## src/rtl/tts_pkg.sv

```systemverilog
// Package for the traffic table threat select block: payload structs, slot constants,
// register indexes and mode codes. Depends on nothing.
`default_nettype none
package tts_pkg;
   localparam int SLOTS = 8;
   localparam int SLOT_W = 3;

   localparam logic [2:0] CSR_WARN  = 3'd0;
   localparam logic [2:0] CSR_ALERT = 3'd1;
   localparam logic [2:0] CSR_MAXV  = 3'd2;
   localparam logic [2:0] CSR_MEET  = 3'd3;
   localparam logic [2:0] CSR_RANGE = 3'd4;
   localparam logic [2:0] CSR_KEEP  = 3'd5;

   localparam logic MODE_REPORT  = 1'b0;
   localparam logic MODE_REFRESH = 1'b1;

   typedef struct packed {
      logic               mode;
      logic [23:0]        icao;
      logic               pos_valid;
      logic [7:0]         since_seen_s;
      logic               gps_ok;
      logic [2:0]         slot;
      logic               age_tick;
      logic [31:0]        dist_cm;
      logic signed [31:0] vert_cm;
      logic [15:0]        meet_dist_m;
      logic [15:0]        meet_time_s;
   } req_type;

   typedef struct packed {
      logic        accepted;
      logic [2:0]  stored_slot;
      logic        warn_found;
      logic [2:0]  warn_slot;
      logic        alert_found;
      logic [2:0]  alert_slot;
      logic [3:0]  active_count;
      logic [31:0] message_count;
   } rsp_type;
endpackage
`default_nettype wire

```

## src/rtl/traffic_table_threat_select.sv

```systemverilog
// Top level of the traffic table threat select block: slot table, scan sequencer and
// shared compare unit. Depends on tts_pkg.
//
// Usage: req_valid/req_ready carry one item (report or refresh) as a tts_pkg::req_type.
// rsp_valid/rsp_ready return one tts_pkg::rsp_type per item. csr_we writes register
// csr_index with csr_wdata at once; write only while idle.
// Sequence: a slot search (one slot a cycle through one shared distance
// comparator), an update step, then a threat scan over the slots, after which
// rsp_valid rises and the result waits for rsp_ready. A new item is taken the
// cycle after the result has been transferred, so the block does not take a new
// item before the last one is through its two one-slot-per-cycle scans. While the
// receiver stalls the result holds and req_ready stays low.
// Reset clears identifiers, time-to-live, calculated flags, the message counter and
// loads register defaults; geometry stores are left unset until written.
`default_nettype none
module traffic_table_threat_select (
   input  wire logic             clock,
   input  wire logic             reset,
   input  wire logic             req_valid,
   output logic                  req_ready,
   input  wire tts_pkg::req_type req_data,
   output logic                  rsp_valid,
   input  wire logic             rsp_ready,
   output tts_pkg::rsp_type      rsp_data,
   input  wire logic             csr_we,
   input  wire logic [2:0]       csr_index,
   input  wire logic [31:0]      csr_wdata
);
   localparam logic [2:0] ST_IDLE = 3'd0;
   localparam logic [2:0] ST_FIND = 3'd1;
   localparam logic [2:0] ST_UPD  = 3'd2;
   localparam logic [2:0] ST_SCAN = 3'd3;
   localparam logic [2:0] ST_OUT  = 3'd4;

   logic [2:0] state_ff, state_in;
   logic [tts_pkg::SLOT_W-1:0] idx_ff, idx_in;
   logic [tts_pkg::SLOT_W-1:0] ix;
   tts_pkg::req_type req_ff;

   logic [31:0] warn_cm_ff, alert_cm_ff, range_cm_ff;
   logic signed [31:0] maxv_ff;
   logic meet_en_ff;
   logic [7:0] keep_ff;

   logic [23:0] ident_ff [tts_pkg::SLOTS];
   logic [7:0]  life_ff [tts_pkg::SLOTS];
   logic        calc_ff [tts_pkg::SLOTS];
   logic [31:0] dist_ff [tts_pkg::SLOTS];
   logic signed [31:0] vert_ff [tts_pkg::SLOTS];
   logic [15:0] mdist_ff [tts_pkg::SLOTS];
   logic [15:0] mtime_ff [tts_pkg::SLOTS];
   logic [31:0] count_ff;

   // search results
   logic found_ok_ff, free_ok_ff, unc_ok_ff, far_ok_ff;
   logic [2:0] found_ff, free_ff, unc_ff, far_ff;
   logic [31:0] far_dist_ff;
   // scan results
   logic warn_ok_ff, alert_ok_ff;
   logic [2:0] warn_ff, alert_ff;
   logic [31:0] warn_dist_ff;
   logic [15:0] best_t_ff;
   logic [3:0] active_ff;
   logic acc_ff;
   logic [2:0] stored_ff;

   assign ix = idx_ff;
   assign req_ready = (state_ff == ST_IDLE);
   assign rsp_valid = (state_ff == ST_OUT);
   assign rsp_data = '{accepted: acc_ff, stored_slot: stored_ff,
                       warn_found: warn_ok_ff, warn_slot: warn_ok_ff ? warn_ff : 3'd0,
                       alert_found: alert_ok_ff, alert_slot: alert_ok_ff ? alert_ff : 3'd0,
                       active_count: active_ff, message_count: count_ff};

   // shared unit: one 32-bit magnitude compare, its operands chosen by state
   // search: farther than the best so far; scan: nearer than the best so far
   logic [31:0] cmp_a, cmp_b;
   logic cmp_lt;
   always_comb begin
      cmp_a = (state_ff == ST_FIND) ? dist_ff[ix] : warn_dist_ff;
      cmp_b = (state_ff == ST_FIND) ? far_dist_ff : dist_ff[ix];
      cmp_lt = cmp_b < cmp_a;
   end

   // threat terms of the scanned slot
   logic live, high, in_warn, in_alert, pred, mfar, alert_hit;
   logic [15:0] t_cur;
   always_comb begin
      live = (life_ff[ix] != 8'd0) && calc_ff[ix];
      high = (vert_ff[ix] > 0) && (maxv_ff > 0) && (vert_ff[ix] > maxv_ff);
      in_warn = dist_ff[ix] < warn_cm_ff;
      in_alert = dist_ff[ix] <= alert_cm_ff;
      mfar = ({17'd0, mdist_ff[ix]} * 40'd100) > {8'd0, alert_cm_ff};
      pred = meet_en_ff && (dist_ff[ix] <= warn_cm_ff) && (mdist_ff[ix] != 16'd0);
      t_cur = in_alert ? 16'd0 : mtime_ff[ix];
      alert_hit = live && !high && (in_alert || (pred && !mfar));
   end

   // pick of the report slot
   logic pick_ok;
   logic [2:0] pick;
   always_comb begin
      pick_ok = 1'b0;
      pick = 3'd0;
      priority if (found_ok_ff) begin
         pick_ok = 1'b1; pick = found_ff;
      end else if (free_ok_ff) begin
         pick_ok = 1'b1; pick = free_ff;
      end else if (req_ff.gps_ok && unc_ok_ff) begin
         pick_ok = 1'b1; pick = unc_ff;
      end else if (req_ff.gps_ok && far_ok_ff && !(req_ff.dist_cm > far_dist_ff)) begin
         pick_ok = 1'b1; pick = far_ff;
      end
   end

   logic rep_ok, stale;
   assign rep_ok = (req_ff.icao != 24'd0) && req_ff.pos_valid;
   assign stale = req_ff.since_seen_s > keep_ff;

   always_comb begin
      state_in = state_ff;
      idx_in = idx_ff;
      unique case (state_ff)
         ST_IDLE: if (req_valid) begin
            state_in = ST_FIND; idx_in = '0;
         end
         ST_FIND: if (idx_ff == tts_pkg::SLOTS - 1) state_in = ST_UPD;
                  else idx_in = idx_ff + 1'b1;
         ST_UPD: begin
            state_in = ST_SCAN; idx_in = '0;
         end
         ST_SCAN: if (idx_ff == tts_pkg::SLOTS - 1) state_in = ST_OUT;
                  else idx_in = idx_ff + 1'b1;
         ST_OUT: if (rsp_ready) state_in = ST_IDLE;
         default: state_in = ST_IDLE;
      endcase
   end

   // control and table state
   always_ff @(posedge clock) begin
      if (reset) begin
         state_ff <= ST_IDLE;
         idx_ff <= '0;
         count_ff <= '0;
         warn_cm_ff <= 32'd300000;
         alert_cm_ff <= 32'd100000;
         maxv_ff <= '0;
         meet_en_ff <= 1'b1;
         range_cm_ff <= 32'd5000000;
         keep_ff <= 8'd10;
         for (int i = 0; i < tts_pkg::SLOTS; i++) begin
            ident_ff[i] <= '0; life_ff[i] <= '0; calc_ff[i] <= 1'b0;
         end
      end else begin
         state_ff <= state_in;
         idx_ff <= idx_in;
         if (csr_we) begin
            unique case (csr_index)
               tts_pkg::CSR_WARN:  warn_cm_ff <= csr_wdata;
               tts_pkg::CSR_ALERT: alert_cm_ff <= csr_wdata;
               tts_pkg::CSR_MAXV:  maxv_ff <= csr_wdata;
               tts_pkg::CSR_MEET:  meet_en_ff <= csr_wdata[0];
               tts_pkg::CSR_RANGE: range_cm_ff <= csr_wdata;
               tts_pkg::CSR_KEEP:  keep_ff <= csr_wdata[7:0];
               default: ;
            endcase
         end
         if (state_ff == ST_UPD) begin
            if (req_ff.mode == tts_pkg::MODE_REPORT) begin
               if (rep_ok) begin
                  count_ff <= count_ff + 32'd1;
                  if (stale) begin
                     if (found_ok_ff) life_ff[found_ff] <= '0;
                  end else if (pick_ok) begin
                     ident_ff[pick] <= req_ff.icao;
                     if (!req_ff.gps_ok) begin
                        life_ff[pick] <= keep_ff - req_ff.since_seen_s;
                        calc_ff[pick] <= 1'b0;
                     end else if (req_ff.dist_cm > range_cm_ff) begin
                        life_ff[pick] <= '0;
                        calc_ff[pick] <= 1'b0;
                     end else begin
                        life_ff[pick] <= keep_ff - req_ff.since_seen_s;
                        calc_ff[pick] <= 1'b1;
                     end
                  end
               end
            end else if (life_ff[req_ff.slot] != 8'd0) begin
               if (life_ff[req_ff.slot] - {7'd0, req_ff.age_tick} != 8'd0) begin
                  if (req_ff.dist_cm > range_cm_ff) begin
                     life_ff[req_ff.slot] <= '0;
                     calc_ff[req_ff.slot] <= 1'b0;
                  end else begin
                     life_ff[req_ff.slot] <= life_ff[req_ff.slot] - {7'd0, req_ff.age_tick};
                     calc_ff[req_ff.slot] <= 1'b1;
                  end
               end else begin
                  life_ff[req_ff.slot] <= '0;
               end
            end
         end
      end
   end

   // geometry, search and scan registers
   always_ff @(posedge clock) begin
      if (state_ff == ST_IDLE && req_valid) req_ff <= req_data;
      unique case (state_ff)
         ST_IDLE: begin
            found_ok_ff <= 1'b0; free_ok_ff <= 1'b0;
            unc_ok_ff <= 1'b0; far_ok_ff <= 1'b0;
         end
         ST_FIND: begin
            if (!found_ok_ff && ident_ff[ix] == req_ff.icao) begin
               found_ok_ff <= 1'b1; found_ff <= ix;
            end
            if (!free_ok_ff && life_ff[ix] == 8'd0) begin
               free_ok_ff <= 1'b1; free_ff <= ix;
            end
            if (!unc_ok_ff && !calc_ff[ix]) begin
               unc_ok_ff <= 1'b1; unc_ff <= ix;
            end
            if (life_ff[ix] != 8'd0 && calc_ff[ix] && (!far_ok_ff || cmp_lt)) begin
               far_ok_ff <= 1'b1; far_ff <= ix; far_dist_ff <= dist_ff[ix];
            end
         end
         ST_UPD: begin
            warn_ok_ff <= 1'b0; alert_ok_ff <= 1'b0; active_ff <= '0;
            acc_ff <= 1'b0; stored_ff <= '0;
            if (req_ff.mode == tts_pkg::MODE_REPORT) begin
               if (rep_ok && !stale && pick_ok) begin
                  acc_ff <= 1'b1; stored_ff <= pick;
                  if (req_ff.gps_ok) begin
                     dist_ff[pick] <= req_ff.dist_cm;
                     if (!(req_ff.dist_cm > range_cm_ff)) begin
                        vert_ff[pick] <= req_ff.vert_cm;
                        if (meet_en_ff) begin
                           mdist_ff[pick] <= req_ff.meet_dist_m;
                           mtime_ff[pick] <= req_ff.meet_time_s;
                        end
                     end
                  end
               end
            end else if (life_ff[req_ff.slot] != 8'd0 &&
                         life_ff[req_ff.slot] - {7'd0, req_ff.age_tick} != 8'd0) begin
               dist_ff[req_ff.slot] <= req_ff.dist_cm;
               if (!(req_ff.dist_cm > range_cm_ff)) begin
                  vert_ff[req_ff.slot] <= req_ff.vert_cm;
                  if (meet_en_ff) begin
                     mdist_ff[req_ff.slot] <= req_ff.meet_dist_m;
                     mtime_ff[req_ff.slot] <= req_ff.meet_time_s;
                  end
               end
            end
         end
         ST_SCAN: begin
            if (life_ff[ix] != 8'd0) active_ff <= active_ff + 4'd1;
            if (live && !high && in_warn && (!warn_ok_ff || cmp_lt)) begin
               warn_ok_ff <= 1'b1; warn_ff <= ix; warn_dist_ff <= dist_ff[ix];
            end
            if (alert_hit && (!alert_ok_ff || t_cur < best_t_ff)) begin
               alert_ok_ff <= 1'b1; alert_ff <= ix; best_t_ff <= t_cur;
            end
         end
         default: ;
      endcase
   end

   a_ready_idle: assert property (@(posedge clock) disable iff (reset)
      req_ready |-> !rsp_valid) else $error("ready while result pending");
   a_out_hold: assert property (@(posedge clock) disable iff (reset)
      rsp_valid && !rsp_ready |=> rsp_valid && $stable(rsp_data))
      else $error("result changed under stall");
   a_take: assert property (@(posedge clock) disable iff (reset)
      req_valid && req_ready |=> state_ff == ST_FIND && idx_ff == 0)
      else $error("transfer did not start search");
   a_active: assert property (@(posedge clock) disable iff (reset)
      rsp_valid |-> active_ff <= tts_pkg::SLOTS) else $error("active count too large");
endmodule
`default_nettype wire
```

## config.mk

```make
export PLATFORM = sky130hd
export DESIGN_NAME = traffic_table_threat_select
export DESIGN_NICKNAME = d
export VERILOG_FILES = /design/src/rtl/tts_pkg.sv /design/src/rtl/traffic_table_threat_select.sv
export SDC_FILE = /design/constraint.sdc
export NUM_CORES = 2
export LEC_CHECK = 0
export BUFFER_PORTS_ARGS = -buffer_cell sky130_fd_sc_hd__buf_2
export CELL_PAD_IN_SITES_DETAIL_PLACEMENT = 0
export CELL_PAD_IN_SITES_GLOBAL_PLACEMENT = 2
export CORE_UTILIZATION = 35
export DETAILED_ROUTE_END_ITERATION = 6
export GPL_ROUTABILITY_DRIVEN = 1
export GPL_TIMING_DRIVEN = 0
export PLACE_DENSITY = 0.65
export SLEW_MARGIN = 40
export SYNTH_ARGS = -nofsm -noshare
export SYNTH_HDL_FRONTEND = slang
export SYNTH_SLANG_ARGS = --single-unit
```

## constraint.sdc

```tcl
create_clock -name clock -period 13.8 [get_ports clock]
set_clock_uncertainty 0.15 [all_clocks]
set_input_delay 0.69 -clock clock [delete_from_list [all_inputs] [get_ports clock]]
set_output_delay 0.69 -clock clock [all_outputs]
set_load 0.03 [all_outputs]
```

# After elaboration in Yosys (flattened, before gate mapping)
# Memories as Yosys holds them, arrays and structs flattened. A register that Yosys moved wholly into a read port is not among the register bits.
# Index checks and enable logic that the tools add are counted.
# totals
in_bits	175
ram_bits	1032
latch_bits	0
ff_bits	422
mem_bits_ro	0
out_inout_bits	50
mem_count	7
# mem_list
memory	words	width	read_ports	rd_clocked_by_memory_dff	wr	line_no	rtl
dist_ff	8	32	1	1	1	traffic_table_threat_select.sv:48	logic [31:0] dist_ff [tts_pkg::SLOTS];
vert_ff	8	32	1	1	1	traffic_table_threat_select.sv:49	logic signed [31:0] vert_ff [tts_pkg::SLOTS];
ident_ff	8	24	1	1	8	traffic_table_threat_select.sv:45	logic [23:0] ident_ff [tts_pkg::SLOTS];
mdist_ff	8	16	1	1	1	traffic_table_threat_select.sv:50	logic [15:0] mdist_ff [tts_pkg::SLOTS];
mtime_ff	8	16	1	1	1	traffic_table_threat_select.sv:51	logic [15:0] mtime_ff [tts_pkg::SLOTS];
life_ff	8	8	2	2	8	traffic_table_threat_select.sv:46	logic [7:0] life_ff [tts_pkg::SLOTS];
+1 memories	-	-	-	-	-	-	
# classes
muxes	176
addsub	5
n_eq_ne	23
div	0
magnitude_cmp	12
bitwise	9
n_mul	1
n_reduce_logical	83
n_shift	0
# op_table
op	count
$mux W32	4
$mux W1	114
$mux W3	37
$gt A32 B32 Y1	3
$gt A32 B1 Y1 const B	2
$le A32 B32 Y1	2
$lt A32 B32 Y1	2
$reduce_or A32 Y1	2
$mux W8	7
$mux W16	3
$reduce_and A2 Y1	19
$add A32 B1 Y32 const B	1
$gt A23 B32 Y1	1
$reduce_or A16 Y1	2
$eq A24 B24 Y1	1
$mux W24	1
$reduce_bool A24 Y1	1
$reduce_bool A8 Y1	3
$reduce_or A24 Y1	1
$reduce_or A8 Y1	3
$logic_and A1 B1 Y1	23
$mul A16 B5 Y21 const B	1
$lt A16 B16 Y1	1
$reduce_bool A16 Y1	1
other kinds (27)	74

# Logic depth before layout (Yosys ltp)
# depth
ltp_word	19
ltp_mapped	33
mapped_depth_nobuf	26

# Worst setup path after synthesis
# OpenSTA, ideal clock, no wires.
# synth_path
path_type	reg2reg
start	register (tool-made name)
end	register alert_ok_ff, enable pin
t_arrival_ps	9168
slack_ps	4186
stages_incl_launch_ff	31
path_cell_list	dfxtp_1 > buf_2 > buf_4 > buf_4 > buf_2 > buf_2 > buf_2 > buf_2 > mux4_2 > mux2i_1 > inv_1 > ha_1 > ha_1 > ha_1 > fa_1 > a21o_1 > a21o_1 > a2111oi_0 > o31ai_1 > o41ai_1 > o2111ai_1 > a21oi_1 > xnor2_1 > ha_1 > nand4_1 > nor3_1 > a31oi_1 > o21a_1 > a211o_1 > a211oi_1 > or2_2
# synth_rtl
item	line_no	rtl
end signal, assigned	traffic_table_threat_select.sv:228	warn_ok_ff <= 1'b0; alert_ok_ff <= 1'b0; active_ff <= '0;
end signal, assigned	traffic_table_threat_select.sv:262	alert_ok_ff <= 1'b1; alert_ff <= ix; best_t_ff <= t_cur;
end, declared	traffic_table_threat_select.sv:59	logic warn_ok_ff, alert_ok_ff;

==> flow_summary.ini <==
[worst_setup_path]
crit_top_cell = buf_2
path_buf_inv = 9
rrSetupSlack_ns = 2.70
critical_path_arrival_ns = 11.44
cpMaxStageDelayCell = a211oi_4
crit_family = buffers and inverters
endpoint_kind = flip-flop
worstPathMaxFanout = 11
crit_path_start_kind = flip-flop
slowest_delay_ns = 0.61
worstSetupPathType = flip-flop to flip-flop
cp.required_ns = 14.15

[clocking]
cts-htree-levels = 4
cts.reportedPaths.clkPinSlew_ns = 0.06
cts_resized = 0
cts_made_buffers = 166
tritoncts = built
cts_setup_buffers = 0
cts_hold_buf = 134
root_buffer = clkbuf_16
clockBufferDepth = 3
clk_latency_ns = 0.81
clock_sink_count = 1460

[timing]
drv_slew = 0
min_period_ns = 11.10
relSlewSlack_pct = 38.1
hold_viol = 0
fmax_mhz = 90.1
timing.final.crit_share_pct = 80.4
tightest_slew_ns = 0.925
setup_viol = 0
rsz0062_at_grt = false

[cells_and_area]
stdcell_count = 7836
final_common_cell = edfxtp_1
nNetsFinal = 5708
postLayoutCellArea_sq_um = 78000
drive_gt1_share_pct = 18.8
area_growth_pct = 19.3
n_fill_cell = 17300
layout_common_cells = edfxtp_1 (1,279), nand2_1 (467), ha_1 (302)

[grt]
grt_pass1_vias = 41000
gr-total-overflow = 0
grt_start_max_net_pins = 34
antenna_found_initial = 8
grt_usage_pct = 21.5
grt_pass1_wl_mm = 290

[logic_synthesis]
syn_area_per_cell_sq_um = 14.3
syn_inst = 4575
ys.flop_type = edfxtp_1
ys_ff_latch = 1460
ys_types = 92
synth_edf_count = 1279
yosysSeqAreaShare_pct = 64.3
async_flop_share_pct = 0
yosys_warnings = 0
netlist_area_sq_um = 65400
syn_nets = 5064

[status]
status = finished clean

[placed_design]
post-dp-hpwl_mm = 152
placed_cell_area_sq_um = 71500
io_buffers = 222
gp_congestion = 0.863
place_inst = 7396

[power_and_ir_drop]
leakage_nw = 28.7
ir_drop_v = 0.0000950
power_per_cell_area_nw_per_um2 = 129

[floorplan]
pin_count = 225
die_w_microns = 434
fp.dieH_microns = 434
fp.dieArea_sq_um = 189000
rows = 158
start_util_pct = 35.3
core_sq_um = 185000

[hold_path]
hold_class = primary input to flip-flop

[detailed_routing]
drt-initial-drc-count = 3019
wl_per_cell_microns = 25.9
avgViaCountPerCell = 5.15
wl_mm = 203
vias = 40400
route.detailed.drc = 0
first_pass_iters = 5
ant_nets = 0

[run]
maxCapViolCount = 0
==> registers in the layout (all words and copies together), names as in the netlist, 8 cells and up, named ones only <==
| register | flops |
|---|---|
| req_ff | 135 |
| mtime_ff | 128 |
| calc_ff | 8 |
| mdist_ff | 128 |
| best_t_ff | 16 |
| maxv_ff | 32 |
| far_dist_ff | 32 |
| ident_ff | 192 |
| life_ff | 64 |
| range_cm_ff | 32 |
| vert_ff | 256 |
| warn_cm_ff | 32 |
| alert_cm_ff | 32 |
| count_ff | 32 |
| keep_ff | 8 |
| dist_ff | 256 |
| warn_dist_ff | 32 |
==> where the power goes <==
part / switching, W / total [W] / leakage (nW) / internal [W]
Clock: 0.00183 / 0.00425 / 2.53 / 0.00242
Sequential: 0.0000658 / 0.00493 / 13.4 / 0.00487
Combinational: 0.000545 / 0.000912 / 12.8 / 0.000367
Total: 0.00244 / 0.0101 / 28.7 / 0.00766
==> final timing paths <==
kind                                 startpoint               to  depth (start not counted)
worst min-delay path              csr_wdata[22]  alert_cm_ff[22]                          3
worst max register to register        flip-flop    best_t_ff[12]                         30
worst max-delay path                  flip-flop    best_t_ff[12]                         30
worst min register to register  alert_cm_ff[20]  alert_cm_ff[20]                          2
==> cell families (layout without fill, tap and decap cells) <==
logic type               count (synthesis)  count (layout)  synth area share, %
flip-flops                            1460            1460                 64.3
buffers and inverters                  539            1316                 3.28
multiplexers                           357             357                 10.5
AO/OA/AOI/OAI                          559             559                 5.22
adder cells (fa/ha/maj)                314             314                 6.14
XOR/XNOR                                81              81                 1.08
AND/OR/NAND/NOR                       1265            1265                 9.49
other                                    0               4                    0
==> worst min-delay path: cells and delay by family <==
| family | cells | cell delay (ns) |
|---|---|---|
| simple gates | 1 | 0.08 |
| buf+inv | 1 | 0.17 |
| compound gates | 1 | 0.05 |
==> synthesized netlist by cell type (21+ instances only) <==
cell / number / area (sq um)
a21o_1: 37 / 278
a21oi_1: 279 / 1400
and2_1: 22 / 138
and3_1: 211 / 1320
buf_1: 22 / 82.6
buf_2: 43 / 215
clkbuf_1: 164 / 616
dfxtp_1: 181 / 3620
edfxtp_1: 1279 / 38400
ha_1: 302 / 3780
inv_1: 295 / 1110
mux2i_1: 91 / 911
mux4_2: 250 / 5630
nand2_1: 467 / 1750
nand3_1: 54 / 270
nand4_1: 56 / 350
nor2_1: 203 / 762
nor2b_1: 21 / 131
nor3_1: 90 / 450
nor4_1: 43 / 269
o211ai_1: 38 / 285
o21ai_0: 79 / 395
xnor2_1: 40 / 350
xor2_1: 41 / 359
==> metal layers <==
layer / vias up / share of wire, % / GRT usage, %
li1: 18600 / - / -
met1: 20500 / 43 / 28.3
met2: 972 / 50 / 37.0
met3: 245 / 4.3 / 2.90
met4: 0 / 2.4 / 5.80
met5: - / 0 / 0
==> through the flow <==
| step | util [%] | hold WS [ns] | setup TNS (ns) | setup slack [ns] | power (W) |
|---|---|---|---|---|---|
| finish | 42.1 | 0.0775 | 0 | 2.70 | 0.0101 |
| CTS | 42.1 | 0.00393 | 0 | 2.01 | 0.0102 |
| floorplan | - | 0.286 | 0 | 4.19 | 0.00556 |
| global placement | 37.5 | 0.293 | -100.01 | -2.68 | 0.00590 |
| global route | 42.1 | 0.0490 | 0 | 1.94 | 0.0105 |
| detailed placement | 38.5 | 0.296 | 0 | 2.13 | 0.00591 |
==> cell type report <==
type | instances | area [sq um] | area share, %
diodes | 4 | 10.0 | 0.0128
plain buffers | 242 | 1080 | 1.38
clock buffers | 216 | 4420 | 5.67
clock inverters | 85 | 769 | 0.986
inverters | 297 | 1110 | 1.43
multi-input cells | 2576 | 21600 | 27.7
flip-flops and latches | 1460 | 42000 | 53.9
well taps | 2480 | 3100 | 3.98
repair buffers | 476 | 3930 | 5.04
No activity file was read; power rests on OpenSTA's default activity.
